==> src/design/gsplit_pkg.sv <==
// ----------------------------------------------------------------------------
// gsplit_pkg
// shared types, constants and helpers of the greedy group splitter
// ----------------------------------------------------------------------------
package gsplit_pkg;

  localparam int VALUE_W      = 32;
  localparam int MAX_VALUES   = 65536;
  localparam int SIZE_W       = 8;
  localparam int WIDTH_W      = 6;
  localparam int COUNT_W      = 17;
  localparam int BYTES_W      = 19;
  localparam int BITS_W       = 22;
  localparam int PROD_W       = SIZE_W + WIDTH_W;
  localparam int SIZE_CFG_W   = 4;
  localparam int WIDTH_CFG_W  = 3;
  localparam int CFG_IDX_W    = 1;
  localparam int CFG_DATA_W   = 4;
  localparam int FIFO_DEPTH   = 4;
  localparam int FIFO_PTR_W   = $clog2(FIFO_DEPTH);
  localparam int IN_TDATA_W   = 32;
  localparam int OUT_TDATA_W  = 88;

  localparam logic [CFG_IDX_W-1:0] REG_SIZE_BITS  = 1'd0;
  localparam logic [CFG_IDX_W-1:0] REG_WIDTH_BITS = 1'd1;

  localparam logic [SIZE_CFG_W-1:0]  SIZE_BITS_RST  = 4'd6;
  localparam logic [WIDTH_CFG_W-1:0] WIDTH_BITS_RST = 3'd4;

  localparam int GROUPS_CAP_I = (MAX_VALUES < 131071) ? MAX_VALUES : 131071;
  localparam logic [COUNT_W-1:0] GROUPS_CAP = COUNT_W'(GROUPS_CAP_I);
  localparam logic [BITS_W-1:0]  BITS_MAX   = {BITS_W{1'b1}};
  localparam logic [BYTES_W-1:0] BYTES_MAX  = {BYTES_W{1'b1}};
  localparam logic [SIZE_W-1:0]  SIZE_SAT   = {SIZE_W{1'b1}};

  // one closed group handed from front to back
  typedef struct packed {
    logic                last;
    logic [VALUE_W-1:0]  ref_val;
    logic [WIDTH_W-1:0]  width;
    logic [SIZE_W-1:0]   size;
  } grp_rec_t;

  // leading-one position plus one
  function automatic logic [WIDTH_W-1:0] bit_len(input logic [VALUE_W-1:0] d);
    logic [WIDTH_W-1:0] n;
    n = '0;
    for (int i = 0; i < VALUE_W; i++) begin
      if (d[i]) n = WIDTH_W'(i + 1);
    end
    return n;
  endfunction

endpackage

==> src/design/greedy_group_splitter.sv <==
// ----------------------------------------------------------------------------
// greedy_group_splitter
// splits a stream of unsigned values into groups for second-order packing
// ----------------------------------------------------------------------------
// usage
//   s_axis carries one value per transfer; tlast marks the final value of a field
//   m_axis carries one closed group per transfer; tlast marks the final group,
//     which alone carries the group count and the packed byte count
//   cfg writes size_field_bits (index 0) and width_field_bits (index 1);
//     always ready, write only while the stream is idle
// timing
//   one value is accepted every cycle while the queue is not full; the front part
//   tracks min/max and runs the compares, a subtract and a leading-one detect per value
//   a closed group passes from the front into the queue and from the queue into
//   the output register before it shows on m_axis
// stalls
//   a four-entry queue sits between front and back; while m_axis is stalled
//   values keep flowing until the queue fills, then s_axis_tready drops
// reset
//   rst_ni clears the open group, the field totals and the queue, and loads
//   size_field_bits = 6 and width_field_bits = 4; no clearing pass is needed
// ----------------------------------------------------------------------------
module greedy_group_splitter
  import gsplit_pkg::*;
(
  input  logic                   clk_i,
  input  logic                   rst_ni,
  // config write channel
  input  logic                   cfg_valid_i,
  output logic                   cfg_ready_o,
  input  logic [CFG_IDX_W-1:0]   cfg_index_i,
  input  logic [CFG_DATA_W-1:0]  cfg_data_i,
  // value stream
  input  logic                   s_axis_tvalid,
  output logic                   s_axis_tready,
  input  logic [IN_TDATA_W-1:0]  s_axis_tdata,   // [31:0] value
  input  logic                   s_axis_tlast,   // last_value
  // group stream
  output logic                   m_axis_tvalid,
  input  logic                   m_axis_tready,
  output logic [OUT_TDATA_W-1:0] m_axis_tdata,   // group_size[7:0], group_width[13:8],
                                                 // group_ref[45:14], group_count[62:46],
                                                 // packed_bytes[81:63], zero pad[87:82]
  output logic                   m_axis_tlast    // last_group
);

  grp_rec_t push_rec, head;
  logic     push, pop, q_empty, q_full;

  // registers take every write, so the channel is always ready
  assign cfg_ready_o = 1'b1;

  gsplit_front u_front (
    .clk_i       (clk_i),
    .rst_ni      (rst_ni),
    .cfg_we_i    (cfg_valid_i && cfg_ready_o),
    .cfg_index_i (cfg_index_i),
    .cfg_data_i  (cfg_data_i),
    .in_valid_i  (s_axis_tvalid),
    .in_ready_o  (s_axis_tready),
    .in_value_i  (s_axis_tdata[VALUE_W-1:0]),
    .in_last_i   (s_axis_tlast),
    .push_o      (push),
    .push_rec_o  (push_rec),
    .q_full_i    (q_full)
  );

  // closed groups wait here so the front need not wait on the output side until the queue fills
  gsplit_fifo u_fifo (
    .clk_i      (clk_i),
    .rst_ni     (rst_ni),
    .push_i     (push),
    .push_rec_i (push_rec),
    .pop_i      (pop),
    .head_o     (head),
    .empty_o    (q_empty),
    .full_o     (q_full)
  );

  // field totals and output register
  gsplit_back u_back (
    .clk_i       (clk_i),
    .rst_ni      (rst_ni),
    .head_i      (head),
    .empty_i     (q_empty),
    .pop_o       (pop),
    .out_valid_o (m_axis_tvalid),
    .out_ready_i (m_axis_tready),
    .out_data_o  (m_axis_tdata),
    .out_last_o  (m_axis_tlast)
  );

endmodule

==> src/design/gsplit_front.sv <==
// ----------------------------------------------------------------------------
// gsplit_front
// accepts values, tracks the open group and decides where groups close
// ----------------------------------------------------------------------------
module gsplit_front
  import gsplit_pkg::*;
(
  input  logic                  clk_i,
  input  logic                  rst_ni,
  input  logic                  cfg_we_i,
  input  logic [CFG_IDX_W-1:0]  cfg_index_i,
  input  logic [CFG_DATA_W-1:0] cfg_data_i,
  input  logic                  in_valid_i,
  output logic                  in_ready_o,
  input  logic [VALUE_W-1:0]    in_value_i,
  input  logic                  in_last_i,
  output logic                  push_o,
  output grp_rec_t              push_rec_o,
  input  logic                  q_full_i
);

  logic [SIZE_CFG_W-1:0]  size_bits_q;
  logic [WIDTH_CFG_W-1:0] width_bits_q;
  logic [SIZE_CFG_W-1:0]  sb;
  logic [WIDTH_CFG_W-1:0] wb;
  logic [SIZE_W:0]        size_lim;
  logic [WIDTH_W:0]       width_lim;

  logic [VALUE_W-1:0] low_q, high_q, low_d, high_d, diff;
  logic [SIZE_W-1:0]  cnt_q, cnt_d;
  logic [WIDTH_W-1:0] width;
  logic               accept, close;

  always_ff @(posedge clk_i or negedge rst_ni) begin
    if (!rst_ni) begin
      size_bits_q  <= SIZE_BITS_RST;
      width_bits_q <= WIDTH_BITS_RST;
    end else if (cfg_we_i) begin
      case (cfg_index_i)
        REG_SIZE_BITS:  size_bits_q  <= cfg_data_i[SIZE_CFG_W-1:0];
        REG_WIDTH_BITS: width_bits_q <= cfg_data_i[WIDTH_CFG_W-1:0];
        default: ;
      endcase
    end
  end

  // clamp register values to their legal ranges and form the size and width limits
  always_comb begin
    sb = size_bits_q;
    if (size_bits_q < 4'd2) sb = 4'd2;
    if (size_bits_q > 4'd8) sb = 4'd8;
    wb = width_bits_q;
    if (width_bits_q < 3'd2) wb = 3'd2;
    if (width_bits_q > 3'd6) wb = 3'd6;
    size_lim  = (9'd1 << sb) - 9'd2;
    width_lim = (7'd1 << wb) - 7'd2;
  end

  assign in_ready_o = !q_full_i;
  assign accept     = in_valid_i && in_ready_o;

  always_comb begin
    if (cnt_q == '0) begin
      low_d  = in_value_i;
      high_d = in_value_i;
    end else begin
      low_d  = (in_value_i < low_q)  ? in_value_i : low_q;
      high_d = (in_value_i > high_q) ? in_value_i : high_q;
    end
    cnt_d = (cnt_q == SIZE_SAT) ? cnt_q : cnt_q + 8'd1;
    diff  = high_d - low_d;
    width = bit_len(diff);
    close = ({1'b0, cnt_d} > size_lim) || ({1'b0, width} > width_lim) || in_last_i;
  end

  always_ff @(posedge clk_i or negedge rst_ni) begin
    if (!rst_ni) begin
      cnt_q <= '0;
    end else if (accept) begin
      cnt_q <= close ? '0 : cnt_d;
    end
  end

  always_ff @(posedge clk_i) begin
    if (accept) begin
      low_q  <= low_d;
      high_q <= high_d;
    end
  end

  assign push_o             = accept && close;
  assign push_rec_o.last    = in_last_i;
  assign push_rec_o.ref_val = low_d;
  assign push_rec_o.width   = width;
  assign push_rec_o.size    = cnt_d;

endmodule

==> src/design/gsplit_fifo.sv <==
// ----------------------------------------------------------------------------
// gsplit_fifo
// short queue of closed groups between front and back
// ----------------------------------------------------------------------------
module gsplit_fifo
  import gsplit_pkg::*;
(
  input  logic     clk_i,
  input  logic     rst_ni,
  input  logic     push_i,
  input  grp_rec_t push_rec_i,
  input  logic     pop_i,
  output grp_rec_t head_o,
  output logic     empty_o,
  output logic     full_o
);

  grp_rec_t                mem_q [FIFO_DEPTH];
  logic [FIFO_PTR_W-1:0]   wr_ptr_q, rd_ptr_q;
  logic [FIFO_PTR_W:0]     cnt_q;

  assign empty_o = (cnt_q == '0);
  assign full_o  = (cnt_q == (FIFO_PTR_W+1)'(FIFO_DEPTH));
  assign head_o  = mem_q[rd_ptr_q];

  always_ff @(posedge clk_i or negedge rst_ni) begin
    if (!rst_ni) begin
      wr_ptr_q <= '0;
      rd_ptr_q <= '0;
      cnt_q    <= '0;
    end else begin
      if (push_i) wr_ptr_q <= wr_ptr_q + 1'b1;
      if (pop_i)  rd_ptr_q <= rd_ptr_q + 1'b1;
      case ({push_i, pop_i})
        2'b10:   cnt_q <= cnt_q + 1'b1;
        2'b01:   cnt_q <= cnt_q - 1'b1;
        default: cnt_q <= cnt_q;
      endcase
    end
  end

  always_ff @(posedge clk_i) begin
    if (push_i) mem_q[wr_ptr_q] <= push_rec_i;
  end

endmodule

==> src/design/gsplit_back.sv <==
// ----------------------------------------------------------------------------
// gsplit_back
// accumulates field totals and drives the registered result stream
// ----------------------------------------------------------------------------
module gsplit_back
  import gsplit_pkg::*;
(
  input  logic                   clk_i,
  input  logic                   rst_ni,
  input  grp_rec_t               head_i,
  input  logic                   empty_i,
  output logic                   pop_o,
  output logic                   out_valid_o,
  input  logic                   out_ready_i,
  output logic [OUT_TDATA_W-1:0] out_data_o,
  output logic                   out_last_o
);

  logic [BITS_W-1:0]  bits_q, bits_d;
  logic [COUNT_W-1:0] groups_q, groups_d;
  logic [PROD_W-1:0]  prod;
  logic [BITS_W:0]    sum;
  logic [BITS_W:0]    round_up;
  logic [BITS_W-3:0]  bytes_raw;
  logic [BYTES_W-1:0] bytes;

  logic                valid_q;
  logic                last_q;
  logic [SIZE_W-1:0]   size_q;
  logic [WIDTH_W-1:0]  width_q;
  logic [VALUE_W-1:0]  ref_q;
  logic [COUNT_W-1:0]  count_q;
  logic [BYTES_W-1:0]  bytes_q;

  assign pop_o = !empty_i && (!valid_q || out_ready_i);

  always_comb begin
    prod      = PROD_W'(head_i.size) * PROD_W'(head_i.width);
    sum       = {1'b0, bits_q} + (BITS_W+1)'(prod);
    bits_d    = sum[BITS_W] ? BITS_MAX : sum[BITS_W-1:0];
    groups_d  = (groups_q >= GROUPS_CAP) ? groups_q : groups_q + 1'b1;
    round_up  = {1'b0, bits_d} + (BITS_W+1)'(7);
    bytes_raw = round_up[BITS_W:3];
    bytes     = (bytes_raw > (BITS_W-2)'(BYTES_MAX)) ? BYTES_MAX : bytes_raw[BYTES_W-1:0];
  end

  always_ff @(posedge clk_i or negedge rst_ni) begin
    if (!rst_ni) begin
      valid_q  <= 1'b0;
      bits_q   <= '0;
      groups_q <= '0;
    end else begin
      if (pop_o) begin
        valid_q <= 1'b1;
        if (head_i.last) begin
          bits_q   <= '0;
          groups_q <= '0;
        end else begin
          bits_q   <= bits_d;
          groups_q <= groups_d;
        end
      end else if (out_ready_i) begin
        valid_q <= 1'b0;
      end
    end
  end

  always_ff @(posedge clk_i) begin
    if (pop_o) begin
      last_q  <= head_i.last;
      size_q  <= head_i.size;
      width_q <= head_i.width;
      ref_q   <= head_i.ref_val;
      count_q <= head_i.last ? groups_d : '0;
      bytes_q <= head_i.last ? bytes : '0;
    end
  end

  assign out_valid_o = valid_q;
  assign out_last_o  = last_q;
  assign out_data_o  = {6'd0, bytes_q, count_q, ref_q, width_q, size_q};

endmodule

==> config.mk <==
export PLATFORM = sky130hd
export DESIGN_NAME = greedy_group_splitter
export DESIGN_NICKNAME = d
export VERILOG_FILES = /design/src/design/gsplit_pkg.sv /design/src/design/greedy_group_splitter.sv /design/src/design/gsplit_front.sv /design/src/design/gsplit_fifo.sv /design/src/design/gsplit_back.sv
export SDC_FILE = /design/constraint.sdc
export NUM_CORES = 1
export LEC_CHECK = 0
export BUFFER_PORTS_ARGS = -buffer_cell sky130_fd_sc_hd__clkbuf_2
export CAP_MARGIN = 10
export CORE_MARGIN = 10
export CORE_UTILIZATION = 50
export DETAILED_ROUTE_END_ITERATION = 10
export GPL_ROUTABILITY_DRIVEN = 0
export PLACE_DENSITY = 0.76
export SKIP_LAST_GASP = 1
export SYNTH_ARGS = -nofsm -noshare
export SYNTH_HDL_FRONTEND = slang
export SYNTH_SLANG_ARGS = --single-unit
==> constraint.sdc <==
create_clock -name clk_i -period 11.6 [get_ports clk_i]
set_input_delay 0.58 -clock clk_i [delete_from_list [all_inputs] [get_ports clk_i]]
set_output_delay 0.58 -clock clk_i [all_outputs]
set_load 0.02 [all_outputs]
==> flow_metrics.tcl, run 1 <==
set metrics [dict create \
    placed_cells 2565 \
    root_buffer "clkbuf_16" \
    grt.overflow.total 0 \
    finClkSkew_ns 0.02008 \
    synth_fa_ha_area_share_pct 11.74 \
    register_area_um2 11620 \
    cp_slowest_stage_delay_ns 0.56 \
    netlist_instances 1883 \
    synth_flop_cell "edfxtp_1" \
    path_max_fanout 62 \
    yosys_warnings 0 \
    coreArea_um2 44320 \
    h-tree-depth 2 \
    synthSimpleGateAreaFrac_pct 9.950 \
    arrival_ns 9.16 \
    die_h_um 232.0 \
    min_path_type "in2async" \
    area_delta_synth_final_pct 11.89 \
    wire_per_inst_um 19.04 \
    die_area_um2 53820 \
    slowest_stage "and2_2" \
    fmax_mhz 111.8 \
    grt_pass1_vias 15240 \
    path_clk_slew_ns 0.06 \
    cts_inserted_buffers 42 \
    multi_input_area_um2 9958 \
    fin_tns_setup_ns 0 \
    start_util_pct 50.71 \
    fp-row-count 77 \
    synth_top_family_by_area "compound AO/OA/AOI/OAI gates" \
    maxSlewHeadroom_pct 34.49 \
    hold_viol 0 \
    synth_xor_area_share_pct 3.179 \
    synth_compound_area_share_pct 11.93 \
    nFillCells 3602 \
    worst_slew_pin_slew_ns 0.9827 \
    hold_buffers 0 \
    slew_violations 0 \
    antenna_found_initial 1 \
    setup_viol 0 \
    remaining_drc_errors 0 \
    avgViaCountPerCell 5.730 \
    final.period_utilization_pct 77.13 \
    ys_types 85 \
    track_usage_pct 18.67 \
    cp-start-kind "register" \
    drt_iter0_markers 1236 \
    yosysSeqAreaShare_pct 51.69 \
    grt_max_degree 72 \
    ctsResizeCount 0 \
    worstPathRequired_ns 11.81 \
    drtAntennaViolNets 0 \
    clock_latency_ns 0.57 \
    dr.pass1.iters 5 \
    vias 15150 \
    syn_area_um2 22470 \
    die_x_um 232.0 \
    clockBufferDepth 3 \
    wirelength_um 50330 \
    io_buffers 127 \
    synth.mux.area_fraction_pct 7.210 \
    grt_first_pass_wirelength_um 81320 \
    fin_crit_ns 8.947 \
    layout-drive-gt1-share_pct 17.02 \
    nNetsFinal 2248 \
    syn_area_per_cell_um2 11.93 \
    status "completed" \
    async_flop_share_pct 15.62 \
    cap_violations 0 \
    rsz0062_at_grt "false" \
    ios 135 \
    synth_edf_count 335 \
    cts_tree "yes" \
    cts_sinks 397 \
    synth-seq-cells 397 \
    stdcell_count 2643 \
    post-dp-hpwl_um 35780 \
    worstSetupEndpointType "register" \
    post_cts_buffers 0 \
    critPathKind "reg2reg" \
    utilization_pct 56.74 \
]
-- per-layer routing --
| metal | routed length (um) | up-vias | track usage (%) |
|---|---|---|---|
| met3 | 3258 | 81 | 2.700 |
| met2 | 24700 | 515 | 31.72 |
| li1 | - | 7123 | - |
| met4 | 1344 | 0 | 6.433 |
| met1 | 21020 | 7426 | 24.06 |
| met5 | 0 | - | 0 |
-- cell type report --
| type | count | share of cell area, % |
|---|---|---|
| sequential | 397 | 46.21 |
| clock buffer | 53 | 4.633 |
| tap | 592 | 2.946 |
| multi-input combinational | 1253 | 39.60 |
| inverter | 183 | 2.742 |
| clock inverter | 24 | 0.9355 |
| antenna | 1 | 0.009952 |
| timing repair buffer | 140 | 2.916 |
-- placed cells by master (no fill, tap or decap), types with 50 or more instances in the layout --
| master | n |
|---|---|
| dfrtp_1 | 57 |
| a21oi_1 | 109 |
| ha_1 | 150 |
| xnor2_1 | 50 |
| edfxtp_1 | 335 |
| nand2_1 | 166 |
| nor2_1 | 118 |
| o21ai_0 | 97 |
| inv_1 | 180 |
| clkbuf_2 | 126 |
-- worst paths after layout --
kind	startpoint	to	slack, ns	depth (start not counted)
hold / removal	rst_ni	u_back.bits_q[14]	0.21	2
max in group asynchronous	rst_ni	u_fifo.rd_ptr_q[0]	10.73	2
hold reg to reg	u_back.bits_q[2]	u_back.bits_q[2]	0.50	2
setup reg to reg	u_front.low_q[5]	u_fifo.mem_q[2][34]	2.65	28
setup / recovery	u_front.low_q[5]	u_fifo.mem_q[2][34]	2.65	28
min in group clk_i	cfg_data_i[3]	u_front.size_bits_q[3]	0.25	2
-- flip-flops by register name (all words and copies together) (netlist names), 4 cells and up --
register and cells:
u_back.bytes_q 19, u_front.high_q 32, u_back.groups_q 17, u_fifo.mem_q 188, u_front.cnt_q 8, u_back.count_q 17
u_back.width_q 6, u_front.size_bits_q 4, u_front.low_q 32, u_back.size_q 8, u_back.bits_q 22, u_back.ref_q 32
-- critical path, delay by kind of cell (launching register included) --
family | cells | cell delay, ns
multiplexers | 1 | 0.46
AND/OR/NAND/NOR | 6 | 1.90
AO/OA/AOI/OAI | 13 | 3.27
XOR/XNOR | 1 | 0.18
flip-flops | 1 | 0.35
buffers and inverters | 3 | 1.14
adder cells (fa/ha/maj) | 4 | 1.24
-- stage by stage --
step           worst slack (ns)  hold slack [ns]  area [um^2]
2_1_floorplan             3.780           0.2844        22510
3_3_place_gp              2.630           0.4722        23740
3_5_place_dp              2.412           0.4817        23740
4_1_cts                   2.693           0.2254        25140
5_1_grt                   1.870           0.2725        25140
6_report                  2.653           0.2089        25140
-- synthesized netlist by cell type (7+ instances only) --
master      n  area (um^2)
edfxtp_1  335        10060
inv_1     181        679.4
nand2_1   166        623.1
ha_1      150         1877
nor2_1    118        442.9
a21oi_1   109        545.5
o21ai_0    97        485.5
dfrtp_1    59         1476
xnor2_1    50        437.9
mux4_2     46         1036
clkbuf_1   43        161.4
mux2_2     43        484.2
fa_1       38        760.7
a21o_1     31        232.7
xor2_1     29        254.0
and2_1     25        156.4
nor2b_1    25        156.4
o21a_1     24        180.2
nand3_1    23        115.1
a211oi_1   21        157.7
nand4_1    20        125.1
nor3_1     19        95.09
nand2b_1   15        93.84
o31ai_1    15        112.6
a31oi_1    14        87.58
and3_1     14        87.58
o211ai_1   14        105.1
a21oi_2    11        96.34
mux2i_1    10        100.1
o21bai_1    8        60.06
or2_2       8        50.05
buf_1       7        26.28
buf_4       7        52.55
-- cell families (layout without fill, tap and decap cells) --
kind of cell,count (synthesis),count (layout)
fa+ha+maj,188,188
simple gates,466,466
flops,397,397
xor+xnor,80,80
buf+inv,244,400
compound gates,407,407
other cells,2,14
mux,99,99
Power of run 1 is left out: the tool's default activity adds up to more than one toggle a clock period on the data nets, which glitch-free logic cannot reach.
==> run 2, diff against run 1 <==
--- a/config.mk
+++ b/config.mk
@@ -11,7 +11,7 @@
 export CORE_UTILIZATION = 50
 export DETAILED_ROUTE_END_ITERATION = 10
 export GPL_ROUTABILITY_DRIVEN = 0
-export PLACE_DENSITY = 0.76
+export PLACE_DENSITY = 0.78
 export SKIP_LAST_GASP = 1
 export SYNTH_ARGS = -nofsm -noshare
 export SYNTH_HDL_FRONTEND = slang
==> constraint.sdc (replaced) <==
create_clock -name clk_i -period 7.61 [get_ports clk_i]
set_input_delay 0.3805 -clock clk_i [delete_from_list [all_inputs] [get_ports clk_i]]
set_output_delay 0.3805 -clock clk_i [all_outputs]
set_load 0.02 [all_outputs]
==> run 2 against run 1 <==
Register-to-register slack lost 2.4 ns; non-clock buffer count grew 72; wire length grew 5.0%; flip-flop and latch count is the same; first-iteration DRC count grew 0.65%; worst hold slack lost 0.18 ns; largest cell class unchanged.
==> flow_metrics.tcl, run 2 (synthesis results as in run 1) <==
set metrics [dict create \
    remaining_drc_errors 0 \
    start_util_pct 50.71 \
    grt_max_degree 63 \
    final.period_utilization_pct 96.84 \
    post-dp-hpwl_um 37150 \
    avgViaCountPerCell 5.778 \
    setup_viol 0 \
    layout-drive-gt1-share_pct 21.71 \
    cp-start-kind "register" \
    cp_slowest_stage_delay_ns 0.40 \
    worstPathRequired_ns 8.11 \
    clockBufferDepth 3 \
    multi_input_area_um2 10220 \
    fin_crit_ns 7.369 \
    path_clk_slew_ns 0.06 \
    fp-row-count 77 \
    wirelength_um 52840 \
    nFillCells 3428 \
    maxSlewHeadroom_pct 39.84 \
    track_usage_pct 18.99 \
    antenna_found_initial 1 \
    h-tree-depth 2 \
    vias 15690 \
    cts_sinks 397 \
    grt_first_pass_wirelength_um 82700 \
    largest_reg_flops 188 \
    die_area_um2 53820 \
    die_x_um 232.0 \
    clock_latency_ns 0.57 \
    root_buffer "clkbuf_16" \
    register_area_um2 11620 \
    min_path_type "in2async" \
    nNetsFinal 2321 \
    path_max_fanout 9 \
    coreArea_um2 44320 \
    area_delta_synth_final_pct 15.81 \
    dr.pass1.iters 5 \
    status "completed" \
    drtAntennaViolNets 0 \
    cts_inserted_buffers 43 \
    worst_hold_slack_ns 0.02397 \
    critPathKind "reg2reg" \
    largest_register "u_fifo.mem_q" \
    slew_violations 0 \
    worst_slew_pin_slew_ns 0.9024 \
    finClkSkew_ns 0.02036 \
    cts_tree "yes" \
    final_common_cell "edfxtp_1" \
    grt_pass1_vias 15620 \
    arrival_ns 7.87 \
    cap_violations 0 \
    final_cell_mix "335 x edfxtp_1, 180 x inv_1, 166 x nand2_1" \
    drt_iter0_markers 1244 \
    grt.overflow.total 0 \
    worstSetupEndpointType "register" \
    io_buffers 127 \
    die_h_um 232.0 \
    slowest_stage "edfxtp_1" \
    hold_viol 0 \
    ios 135 \
    hold_buffers 0 \
    fmax_mhz 135.7 \
    wire_per_inst_um 19.46 \
]
## run 2: changes by cell type in the layout (fill, tap and decap cells not counted), moves of 5 or more
cell | previous run | this run
o21ai_0 | 97 | 87
a21oi_1 | 109 | 94
a211oi_1 | 21 | 14
buf_12 | 0 | 5
a21oi_2 | 11 | 25
a211oi_2 | 1 | 8
buf_4 | 13 | 74
o21ai_1 | 2 | 10
## run 2: critical path, delay by kind of cell, from the launching register on
family          cells  cell delay [ns]
simple gates        7             1.08
xor+xnor            3             0.57
compound gates     17             2.91
fa+ha+maj           5             1.46
flops               1             0.40
buf+inv             6             0.87
## run 2: final cells by class
class | count | share of cell area (%)
Antenna cell | 1 | 0.009615
Clock buffer | 53 | 4.361
Clock inverter | 25 | 1.043
Inverter | 183 | 2.668
Multi-Input combinational cell | 1253 | 39.25
Sequential cell | 397 | 44.65
Tap cell | 592 | 2.846
Timing Repair Buffer | 212 | 5.168
## run 2: path summary, 6_finish.rpt
| check | start | endpoint | slack, ns | cells after the start |
|---|---|---|---|---|
| setup / recovery | u_front.low_q[17] | u_fifo.cnt_q[2] | 0.24 | 38 |
| hold / removal | rst_ni | u_back.bits_q[12] | 0.02 | 2 |
| setup reg to reg | u_front.low_q[17] | u_fifo.cnt_q[2] | 0.24 | 38 |
| hold reg to reg | u_back.bits_q[0] | u_back.bits_q[0] | 0.49 | 2 |
| max in group asynchronous | rst_ni | u_fifo.rd_ptr_q[0] | 6.90 | 2 |
| min in group clk_i | cfg_data_i[0] | u_front.size_bits_q[0] | 0.06 | 2 |
## run 2: through the flow
step / worst slack, ns / instances / setup TNS (ns) / utilization [%] / area, um^2
finish: 0.2408 / 2716 / 0 / 58.72 / 26030
global route: -0.1425 / 2716 / -0.1425 / 58.72 / 26030
CTS: 0.007232 / 2701 / 0 / 57.93 / 25670
detailed placement: -0.2353 / 2623 / -1.365 / 54.70 / 24240
global placement: 0.04692 / 2623 / 0 / 54.70 / 24240
floorplan: 0.4027 / 1894 / 0 / - / 22520
## run 2: metal layers
layer  wire length [um]  global-route usage (%)  share of wire [%]  vias to the layer above
li1                   -                       -                  -                     7266
met2              26210                   32.52                 50                      534
met4               1604                   6.698                3.0                        0
met1              21890                   23.84                 41                     7769
met3               3133                   3.249                5.9                      125
met5                  0                       0                  0                        -
## run 2: what timing repair did
| action | in CTS | in global routing |
|---|---|---|
| buffers inserted | 0 | 11 |
| setup endpoints to repair | 1 | 194 |
| cloned | 0 | 3 |
| gates resized for setup | 6 | 65 |
| pin swaps | 0 | 20 |
Power of run 2 is left out for the same reason.
